<file path="config.mk">
export PLATFORM = sky130hd
export DESIGN_NAME = bc1_bc2_bc3_block_decoder
export DESIGN_NICKNAME = d
export VERILOG_FILES = /design/src/rtl/bcdec_pkg.sv /design/src/rtl/bcdec_palette.sv /design/src/rtl/bcdec_rows.sv /design/src/rtl/bc1_bc2_bc3_block_decoder.sv
export SDC_FILE = /design/constraint.sdc
export NUM_CORES = 2
export LEC_CHECK = 0
export BUFFER_PORTS_ARGS = -buffer_cell sky130_fd_sc_hd__buf_2
export CAP_MARGIN = 15
export CORE_MARGIN = 1.5
export CORE_UTILIZATION = 50
export DETAILED_ROUTE_END_ITERATION = 16
export PLACE_DENSITY_LB_ADDON = 0.08
export SETUP_SLACK_MARGIN = 0.4
export SKIP_LAST_GASP = 1
export SLEW_MARGIN = 20
export SYNTH_ARGS = -nofsm -noshare
export SYNTH_HDL_FRONTEND = slang
export SYNTH_SLANG_ARGS = --single-unit
</file>
<file path="constraint.sdc">
create_clock -name clk -period 19.1 [get_ports clk]
set_input_delay 2.865 -clock clk [delete_from_list [all_inputs] [get_ports clk]]
set_output_delay 2.865 -clock clk [all_outputs]
set_load 0.01 [all_outputs]
</file>
<file path="src/rtl/bcdec_pkg.sv">
package bcdec_pkg;

  localparam logic [1:0] FMT_BC1 = 2'd0;
  localparam logic [1:0] FMT_BC2 = 2'd1;

  // Palette and index data for one block, B in [23:16], G in [15:8], R in [7:0]
  typedef struct packed {
    logic                  bc1;
    logic                  bc2;
    logic                  three;
    logic [3:0][23:0]      rgb;
    logic [7:0][7:0]       apal;
    logic [31:0]           cidx;
    logic [63:0]           ap;
  } pal_t;

  function automatic logic [23:0] expand565(input logic [15:0] c);
    logic [4:0] r5;
    logic [5:0] g6;
    logic [4:0] b5;
    r5 = c[15:11];
    g6 = c[10:5];
    b5 = c[4:0];
    return {b5, b5[4:2], g6, g6[5:4], r5, r5[4:2]};
  endfunction

  // x <= 765
  function automatic logic [7:0] div3(input logic [9:0] x);
    logic [20:0] p;
    p = 21'(x) * 21'd683;
    return p[18:11];
  endfunction

  // x <= 1785
  function automatic logic [7:0] div7(input logic [10:0] x);
    logic [23:0] p;
    p = 24'(x) * 24'd4682;
    return p[22:15];
  endfunction

  // x <= 1275
  function automatic logic [7:0] div5(input logic [10:0] x);
    logic [21:0] p;
    p = 22'(x) * 22'd1639;
    return p[20:13];
  endfunction

endpackage

</file>
<file path="src/rtl/bcdec_palette.sv">
module bcdec_palette
  import bcdec_pkg::*;
(
  input  logic        clk,
  input  logic        rst_n,
  input  logic [1:0]  fmt,
  input  logic        in_valid,
  output logic        in_ready,
  input  logic [63:0] in_alpha_part,
  input  logic [63:0] in_color_part,
  output logic        pal_valid,
  input  logic        pal_ready,
  output pal_t        pal
);

  logic             v1_r, v2_r;
  logic             s1_free, s2_free;

  logic [23:0]      c0_r, c0_nxt, c1_r, c1_nxt, half_r, half_nxt;
  logic [2:0][9:0]  sa_r, sa_nxt, sb_r, sb_nxt;
  logic [7:0]       a0_r, a1_r;
  logic             a0gt_r;
  logic [5:0][10:0] s7_r, s7_nxt;
  logic [3:0][10:0] s5_r, s5_nxt;
  logic             bc1_r, bc2_r, three_r;
  logic [31:0]      cidx_r;
  logic [63:0]      ap_r;
  pal_t             pal_r, pal_nxt;

  logic [7:0]       x0, x1, a0, a1;
  logic [8:0]       hs;

  assign s2_free  = !v2_r || pal_ready;
  assign s1_free  = !v1_r || s2_free;
  assign in_ready = s1_free;
  assign pal_valid = v2_r;
  assign pal       = pal_r;

  assign a0 = in_alpha_part[7:0];
  assign a1 = in_alpha_part[15:8];

  always_comb begin
    c0_nxt = expand565(in_color_part[15:0]);
    c1_nxt = expand565(in_color_part[31:16]);
    for (int ch = 0; ch < 3; ch++) begin
      x0 = c0_nxt[8*ch +: 8];
      x1 = c1_nxt[8*ch +: 8];
      sa_nxt[ch] = {1'b0, x0, 1'b0} + {2'b00, x1};
      sb_nxt[ch] = {2'b00, x0} + {1'b0, x1, 1'b0};
      hs = {1'b0, x0} + {1'b0, x1};
      half_nxt[8*ch +: 8] = hs[8:1];
    end
    for (int i = 1; i <= 6; i++) begin
      s7_nxt[i-1] = 11'(7 - i) * {3'b000, a0} + 11'(i) * {3'b000, a1};
    end
    for (int i = 1; i <= 4; i++) begin
      s5_nxt[i-1] = 11'(5 - i) * {3'b000, a0} + 11'(i) * {3'b000, a1};
    end
  end

  always_comb begin
    pal_nxt        = '0;
    pal_nxt.bc1    = bc1_r;
    pal_nxt.bc2    = bc2_r;
    pal_nxt.three  = three_r;
    pal_nxt.cidx   = cidx_r;
    pal_nxt.ap     = ap_r;
    pal_nxt.rgb[0] = c0_r;
    pal_nxt.rgb[1] = c1_r;
    for (int ch = 0; ch < 3; ch++) begin
      pal_nxt.rgb[2][8*ch +: 8] = three_r ? half_r[8*ch +: 8] : div3(sa_r[ch]);
      pal_nxt.rgb[3][8*ch +: 8] = three_r ? 8'd0 : div3(sb_r[ch]);
    end
    pal_nxt.apal[0] = a0_r;
    pal_nxt.apal[1] = a1_r;
    if (a0gt_r) begin
      for (int i = 0; i < 6; i++) begin
        pal_nxt.apal[i+2] = div7(s7_r[i]);
      end
    end else begin
      for (int i = 0; i < 4; i++) begin
        pal_nxt.apal[i+2] = div5(s5_r[i]);
      end
      pal_nxt.apal[6] = 8'd0;
      pal_nxt.apal[7] = 8'd255;
    end
  end

  always_ff @(posedge clk) begin
    if (!rst_n) begin
      v1_r <= 1'b0;
      v2_r <= 1'b0;
    end else begin
      if (s1_free) begin
        v1_r <= in_valid;
      end
      if (s2_free) begin
        v2_r <= v1_r;
      end
    end
  end

  always_ff @(posedge clk) begin
    if (s1_free && in_valid) begin
      c0_r    <= c0_nxt;
      c1_r    <= c1_nxt;
      half_r  <= half_nxt;
      sa_r    <= sa_nxt;
      sb_r    <= sb_nxt;
      a0_r    <= a0;
      a1_r    <= a1;
      a0gt_r  <= a0 > a1;
      s7_r    <= s7_nxt;
      s5_r    <= s5_nxt;
      bc1_r   <= fmt == FMT_BC1;
      bc2_r   <= fmt == FMT_BC2;
      three_r <= (fmt == FMT_BC1) && (in_color_part[15:0] <= in_color_part[31:16]);
      cidx_r  <= in_color_part[63:32];
      ap_r    <= in_alpha_part;
    end
    if (s2_free && v1_r) begin
      pal_r <= pal_nxt;
    end
  end

endmodule

</file>
<file path="src/rtl/bcdec_rows.sv">
module bcdec_rows
  import bcdec_pkg::*;
(
  input  logic        clk,
  input  logic        rst_n,
  input  logic        pal_valid,
  output logic        pal_ready,
  input  pal_t        pal,
  output logic        out_valid,
  input  logic        out_ready,
  output logic [1:0]  out_row_index,
  output logic        out_last_row,
  output logic [31:0] out_texel_a,
  output logic [31:0] out_texel_b,
  output logic [31:0] out_texel_c,
  output logic [31:0] out_texel_d
);

  logic             v3_r;
  pal_t             blk_r;
  logic [1:0]       row_r;
  logic             issue;

  logic             out_valid_r;
  logic [1:0]       row_index_r;
  logic             last_row_r;
  logic [3:0][31:0] texel_r, texel_nxt;

  logic [3:0]       t;
  logic [1:0]       sel;
  logic [7:0]       alpha;
  logic [5:0]       apos;
  logic [3:0]       nib;

  assign issue     = v3_r && (!out_valid_r || out_ready);
  assign pal_ready = !v3_r || (issue && row_r == 2'd3);

  always_comb begin
    for (int c = 0; c < 4; c++) begin
      t     = {row_r, 2'(c)};
      sel   = blk_r.cidx[{t, 1'b0} +: 2];
      nib   = blk_r.ap[{t, 2'b00} +: 4];
      apos  = 6'd16 + {2'b00, t} + {1'b0, t, 1'b0};
      if (blk_r.bc1) begin
        alpha = (blk_r.three && sel == 2'd3) ? 8'd0 : 8'd255;
      end else if (blk_r.bc2) begin
        alpha = {nib, nib};
      end else begin
        alpha = blk_r.apal[blk_r.ap[apos +: 3]];
      end
      texel_nxt[c] = {alpha, blk_r.rgb[sel]};
    end
  end

  always_ff @(posedge clk) begin
    if (!rst_n) begin
      v3_r        <= 1'b0;
      row_r       <= 2'd0;
      out_valid_r <= 1'b0;
    end else begin
      if (pal_ready) begin
        v3_r  <= pal_valid;
        row_r <= 2'd0;
      end else if (issue) begin
        row_r <= row_r + 2'd1;
      end
      if (issue) begin
        out_valid_r <= 1'b1;
      end else if (out_ready) begin
        out_valid_r <= 1'b0;
      end
    end
  end

  always_ff @(posedge clk) begin
    if (pal_ready && pal_valid) begin
      blk_r <= pal;
    end
    if (issue) begin
      row_index_r <= row_r;
      last_row_r  <= row_r == 2'd3;
      texel_r     <= texel_nxt;
    end
  end

  assign out_valid     = out_valid_r;
  assign out_row_index = row_index_r;
  assign out_last_row  = last_row_r;
  assign out_texel_a   = texel_r[0];
  assign out_texel_b   = texel_r[1];
  assign out_texel_c   = texel_r[2];
  assign out_texel_d   = texel_r[3];

endmodule

</file>
<file path="src/rtl/bc1_bc2_bc3_block_decoder.sv">
// BC1/BC2/BC3 4x4 block decoder. Each input item is one compressed block
// (alpha part and color part, 64 bits each); it yields four row items, top
// row first, each with four RGBA8 texels packed R[7:0] G[15:8] B[23:16]
// A[31:24]. cfg_wr_data selects the format (0 BC1, 1 BC2, 2 or 3 BC3) and is
// sampled when a block enters; write it only while the decoder is empty.
// Blocks enter a two-stage palette pipeline back to back; the row stage then
// issues one row per cycle while out_ready does not stall it, four rows per
// block, and loads the next block as it issues the last row. Row 0 of a
// block passes the palette registers, the row stage and the output register.
module bc1_bc2_bc3_block_decoder
  import bcdec_pkg::*;
(
  input  logic        clk,
  input  logic        rst_n,
  input  logic        cfg_wr_en,
  input  logic [1:0]  cfg_wr_data,
  input  logic        in_valid,
  output logic        in_ready,
  input  logic [63:0] in_alpha_part,
  input  logic [63:0] in_color_part,
  output logic        out_valid,
  input  logic        out_ready,
  output logic [1:0]  out_row_index,
  output logic        out_last_row,
  output logic [31:0] out_texel_a,
  output logic [31:0] out_texel_b,
  output logic [31:0] out_texel_c,
  output logic [31:0] out_texel_d
);

  logic [1:0] fmt_r;
  logic       pal_valid;
  logic       pal_ready;
  pal_t       pal;

  always_ff @(posedge clk) begin
    if (!rst_n) begin
      fmt_r <= FMT_BC1;
    end else if (cfg_wr_en) begin
      fmt_r <= cfg_wr_data;
    end
  end

  bcdec_palette u_palette (
    .clk           (clk),
    .rst_n         (rst_n),
    .fmt           (fmt_r),
    .in_valid      (in_valid),
    .in_ready      (in_ready),
    .in_alpha_part (in_alpha_part),
    .in_color_part (in_color_part),
    .pal_valid     (pal_valid),
    .pal_ready     (pal_ready),
    .pal           (pal)
  );

  bcdec_rows u_rows (
    .clk           (clk),
    .rst_n         (rst_n),
    .pal_valid     (pal_valid),
    .pal_ready     (pal_ready),
    .pal           (pal),
    .out_valid     (out_valid),
    .out_ready     (out_ready),
    .out_row_index (out_row_index),
    .out_last_row  (out_last_row),
    .out_texel_a   (out_texel_a),
    .out_texel_b   (out_texel_b),
    .out_texel_c   (out_texel_c),
    .out_texel_d   (out_texel_d)
  );

  a_row_order: assert property (@(posedge clk) disable iff (!rst_n)
    (out_valid && out_ready && !out_last_row) |=>
      (!out_valid || out_row_index == $past(out_row_index) + 2'd1))
    else $error("row items out of order");

  a_block_start: assert property (@(posedge clk) disable iff (!rst_n)
    (out_valid && out_ready && out_last_row) |=>
      (!out_valid || out_row_index == 2'd0))
    else $error("block does not start at row 0");

  a_last_flag: assert property (@(posedge clk) disable iff (!rst_n)
    out_valid |-> (out_last_row == (out_row_index == 2'd3)))
    else $error("last row flag mismatch");

endmodule
</file>
==> impl_summary.md <==
Logic synthesis
In the synthesized netlist the async set-or-reset flop fraction comes to 0. The synthesized design contains 891 enable-type register cells. The mean post-synth cell area is 12.5 µm². The synthesis warning total is 0.

The number of instances in the synthesized netlist is 5400. Synthesis inferred 899 register bits. Counting every net in the synthesized netlist gives 7081. The most used flip-flop cell after synthesis is sky130_fd_sc_hd__edfxtp_1. After synthesis the cells add up to 67700 µm². The portion of the post-synthesis area used by sequential elements is 0.397.

Yosys mapped the design onto 73 distinct sky130hd cell types.

Floorplanning
The overall die area is 138000 µm². After floorplanning, the core was sized to cover 134000 µm². The initialized floorplan defines 134 standard-cell rows. The starting density of the core is 0.506. During I/O placement, the number of pins put on the boundary was 268. The die is 371 µm tall.

In this run the horizontal extent of the chip is 371 µm.

Drt
The first routing iteration left 2404 violations. The post-detailed-routing wire length is 154 mm. Across all layers, the routed design uses 40600 vias. The post-route antenna net violation count is 0. The remaining routing DRC violations is 0. Using the TritonRoute via totals, the vias-per-cell ratio works out to 5.37. The per-cell routed wire length is 20.3 µm. The number of optimization iterations in the first detailed-route pass is 5.

STA
For the pin with the worst max-slew slack, the measured transition is 1090 ps. The number of hold violations in the final report is 0. The final setup TNS is 0 ps.

The max-slew violation count is 0. Setup repair after global routing left no endpoint under its margin. The total of endpoints with negative setup slack in the final report is 0. The share of the cycle needed by the critical path after routing is 0.372. Timing would allow up to 141 MHz. The clock period could shrink to 7100 ps. The worst pin sits at a relative slew slack of 0.274.

The clock arrives with 55.3 ps of skew.

Layout
The utilization after layout is 0.554. After routing the design area is 74200 µm². The growth of design area from synthesis to finish is 9.55%.

The final instance count without filler cells is 7551. In the final layout, the share of cells above drive strength 1 is 0.106. The net count of the finished layout is 7386.

Pwr
Power spread over the standard cell area amounts to 167 nW/µm². The analysis attributes to cell leakage a power of 33.9 nW. The highest ir drop seen on vdd is 0.000141 V. Total power for the finished layout comes to 12.4 mW.

Place
The post-detailed-placement half-perimeter wirelength is 120 mm. The count of input and output buffers is 267. The standard cell area after detailed placement is 71100 µm². The number of placed instances, taps included, is 7374.

At the end of routability-driven placement, the weighted congestion stood at 0.898.

Clock network
After clock tree synthesis, the flow added hold-fix buffers numbering 0. The clock edge transition at the registers on the reported setup and hold paths is 60 ps. CTS saw 899 sinks.

The clock passes through at most 3 buffers. The total CTS buffers is 97. The H-tree generated during clock tree synthesis spans 3 levels.

After clock tree synthesis, the repair step resized 0 gates. TritonCTS built the clock tree. Clock tree synthesis selected as its root buffer the cell sky130_fd_sc_hd__clkbuf_16.

The clock latency at the later pin of the worst-skew pair is 740 ps. In this run the post-CTS setup repair buffer count came out at 0.

Worst setup path
The endpoint type of the worst setup path is an output pin. STA puts the critical path data required time at 16230 ps. The cell with the largest stage delay on the worst path is sky130_fd_sc_hd__a21oi_1. The longest individual stage delay on the worst path is 720 ps.

Walking the worst path, the cells encountered are buf_2 -> nand2b_1 -> a21oi_1 -> nand3_1 -> buf_2. Counting stages on the worst path, the most repeated cell is sky130_fd_sc_hd__buf_2. The critical path is of the input port to output pin type. STA puts the critical path data arrival time at 4230 ps. The maximum fanout along the worst path is 7.

The number of buffers and inverters on the critical path is 2. The element type at the critical path start is an input port. The family with the most delay on the worst path is compound AO/OA/AOI/OAI gates.

The number of stages on the worst setup path is 5. The count of cells along the worst register-to-register path is 19.

Worst hold path
The number of instances on the worst hold path is 0. The worst min-delay path category is flip-flop to flip-flop.

Status
The flow ran to the end, and the final reports show no timing, DRC or antenna violations.

Global routing
The sum of overflow across all layers after global routing is 0. Across every metal layer, demand over resource in global routing totals 0.226. The first global-routing pass estimated 239 mm of wire. The number of global-route vias before repair is 41400. Entering global routing, the biggest net connects 160 pins. The number of antenna violations at the first check in global routing is 7.

Flow run
Max-cap violations in this run came to 0.
layer usage:
layer  track usage  up-vias  wire (µm)
li1              -    19700          -
met1         0.331    20000      74100
met2         0.363      758      70400
met3        0.0260      161       6370
met4        0.0484        4       2610
met5             0        -         27
kinds of logic after synthesis:
group | after synthesis | synth area share
AO/OA/AOI/OAI | 779 | 0.0732
XOR/XNOR | 300 | 0.0388
adder cells (fa/ha/maj) | 1546 | 0.328
buffers and inverters | 1078 | 0.0623
flip-flops | 899 | 0.397
multiplexers | 300 | 0.0652
AND/OR/NAND/NOR | 498 | 0.0353
cell usage in the layout, fill, tap and decap left out, drive strengths merged, types with 11 or more instances in the layout:
cell	instances
ha	1165
inv	993
edfxtp	891
fa	381
buf	299
a21oi	298
xnor2	215
mux2i	167
nor2	142
nand2	133
clkbuf	115
mux4	109
o21ai	109
xor2	85
a21o	79
o21bai	62
nor2b	62
a211oi	56
clkinv	41
nand3	35
a31oi	30
mux2	24
o31ai	21
and2	21
o211ai	20
nor3	20
nand2b	19
o21a	17
or3	17
a22oi	16
nand4	15
a22o	11
cell type report:
cell class                 instances  area, µm²
antenna                            1       2.50
inverter                         985       3700
tap                             1768       2210
timing repair buffer             299       1610
sequential                       899      26900
fill                           11400      59800
multi-input combinational       3423      36600
clock buffer                     115       2520
clock inverter                    61        603
synthesized netlist by cell type, types with 35 or more instances:
cell type	instances	area share
sky130_fd_sc_hd__nor2_1	140	0.0078
sky130_fd_sc_hd__edfxtp_1	891	0.40
sky130_fd_sc_hd__nor2b_1	62	0.0057
sky130_fd_sc_hd__mux2i_1	165	0.024
sky130_fd_sc_hd__fa_1	381	0.11
sky130_fd_sc_hd__o21bai_1	62	0.0069
sky130_fd_sc_hd__nand2_1	133	0.0074
sky130_fd_sc_hd__a21oi_1	297	0.022
sky130_fd_sc_hd__a211oi_1	47	0.0052
sky130_fd_sc_hd__nand3_1	35	0.0026
sky130_fd_sc_hd__mux4_2	109	0.036
sky130_fd_sc_hd__xnor2_1	215	0.028
sky130_fd_sc_hd__o21ai_0	99	0.0073
sky130_fd_sc_hd__a21o_1	79	0.0088
sky130_fd_sc_hd__inv_1	982	0.054
sky130_fd_sc_hd__xor2_1	85	0.011
sky130_fd_sc_hd__clkbuf_1	35	0.0019
sky130_fd_sc_hd__ha_1	1165	0.22
state kept, by name (all words and copies together), names as in the netlist, 2 cells and up:
name / flops
u_palette.pal: 227
u_rows.blk_r: 227
u_palette.ap_r: 64
u_palette.s7_r: 58
u_palette.s5_r: 38
u_palette.cidx_r: 32
u_rows.out_texel_a: 32
u_rows.out_texel_b: 32
u_rows.out_texel_c: 32
u_rows.out_texel_d: 32
u_palette.sa_r: 30
u_palette.sb_r: 30
u_palette.half_r: 24
u_palette.c0_r: 13
u_palette.c1_r: 13
fmt_r: 2
u_rows.out_row_index: 2
u_rows.row_r: 2
final timing paths:
path | from | end | slack, ps
hold reg to reg | u_palette.pal[225] | u_rows.blk_r[225] | 400
hold / removal | u_palette.pal[225] | u_rows.blk_r[225] | 400
setup / recovery | out_ready | in_ready | 12000
setup reg to reg | u_palette.ap_r[0] | u_palette.pal[127] | 13420
power breakdown:
group / internal (mW) / switching (mW)
registers: 2.60 / 0.189
logic: 3.37 / 4.39
clock network: 1.04 / 0.815
total: 7.01 / 5.40
per-stage QoR:
| stage | setup WS (ps) | hold slack (ps) |
|---|---|---|
| finish | 12000 | 404 |
| global route | 11900 | 397 |
| CTS | 12020 | 399 |
| detailed placement | 12020 | 405 |
| global placement | 12080 | 401 |
| floorplan | 4390 | 400 |
(Power assumes the default switching activity.)
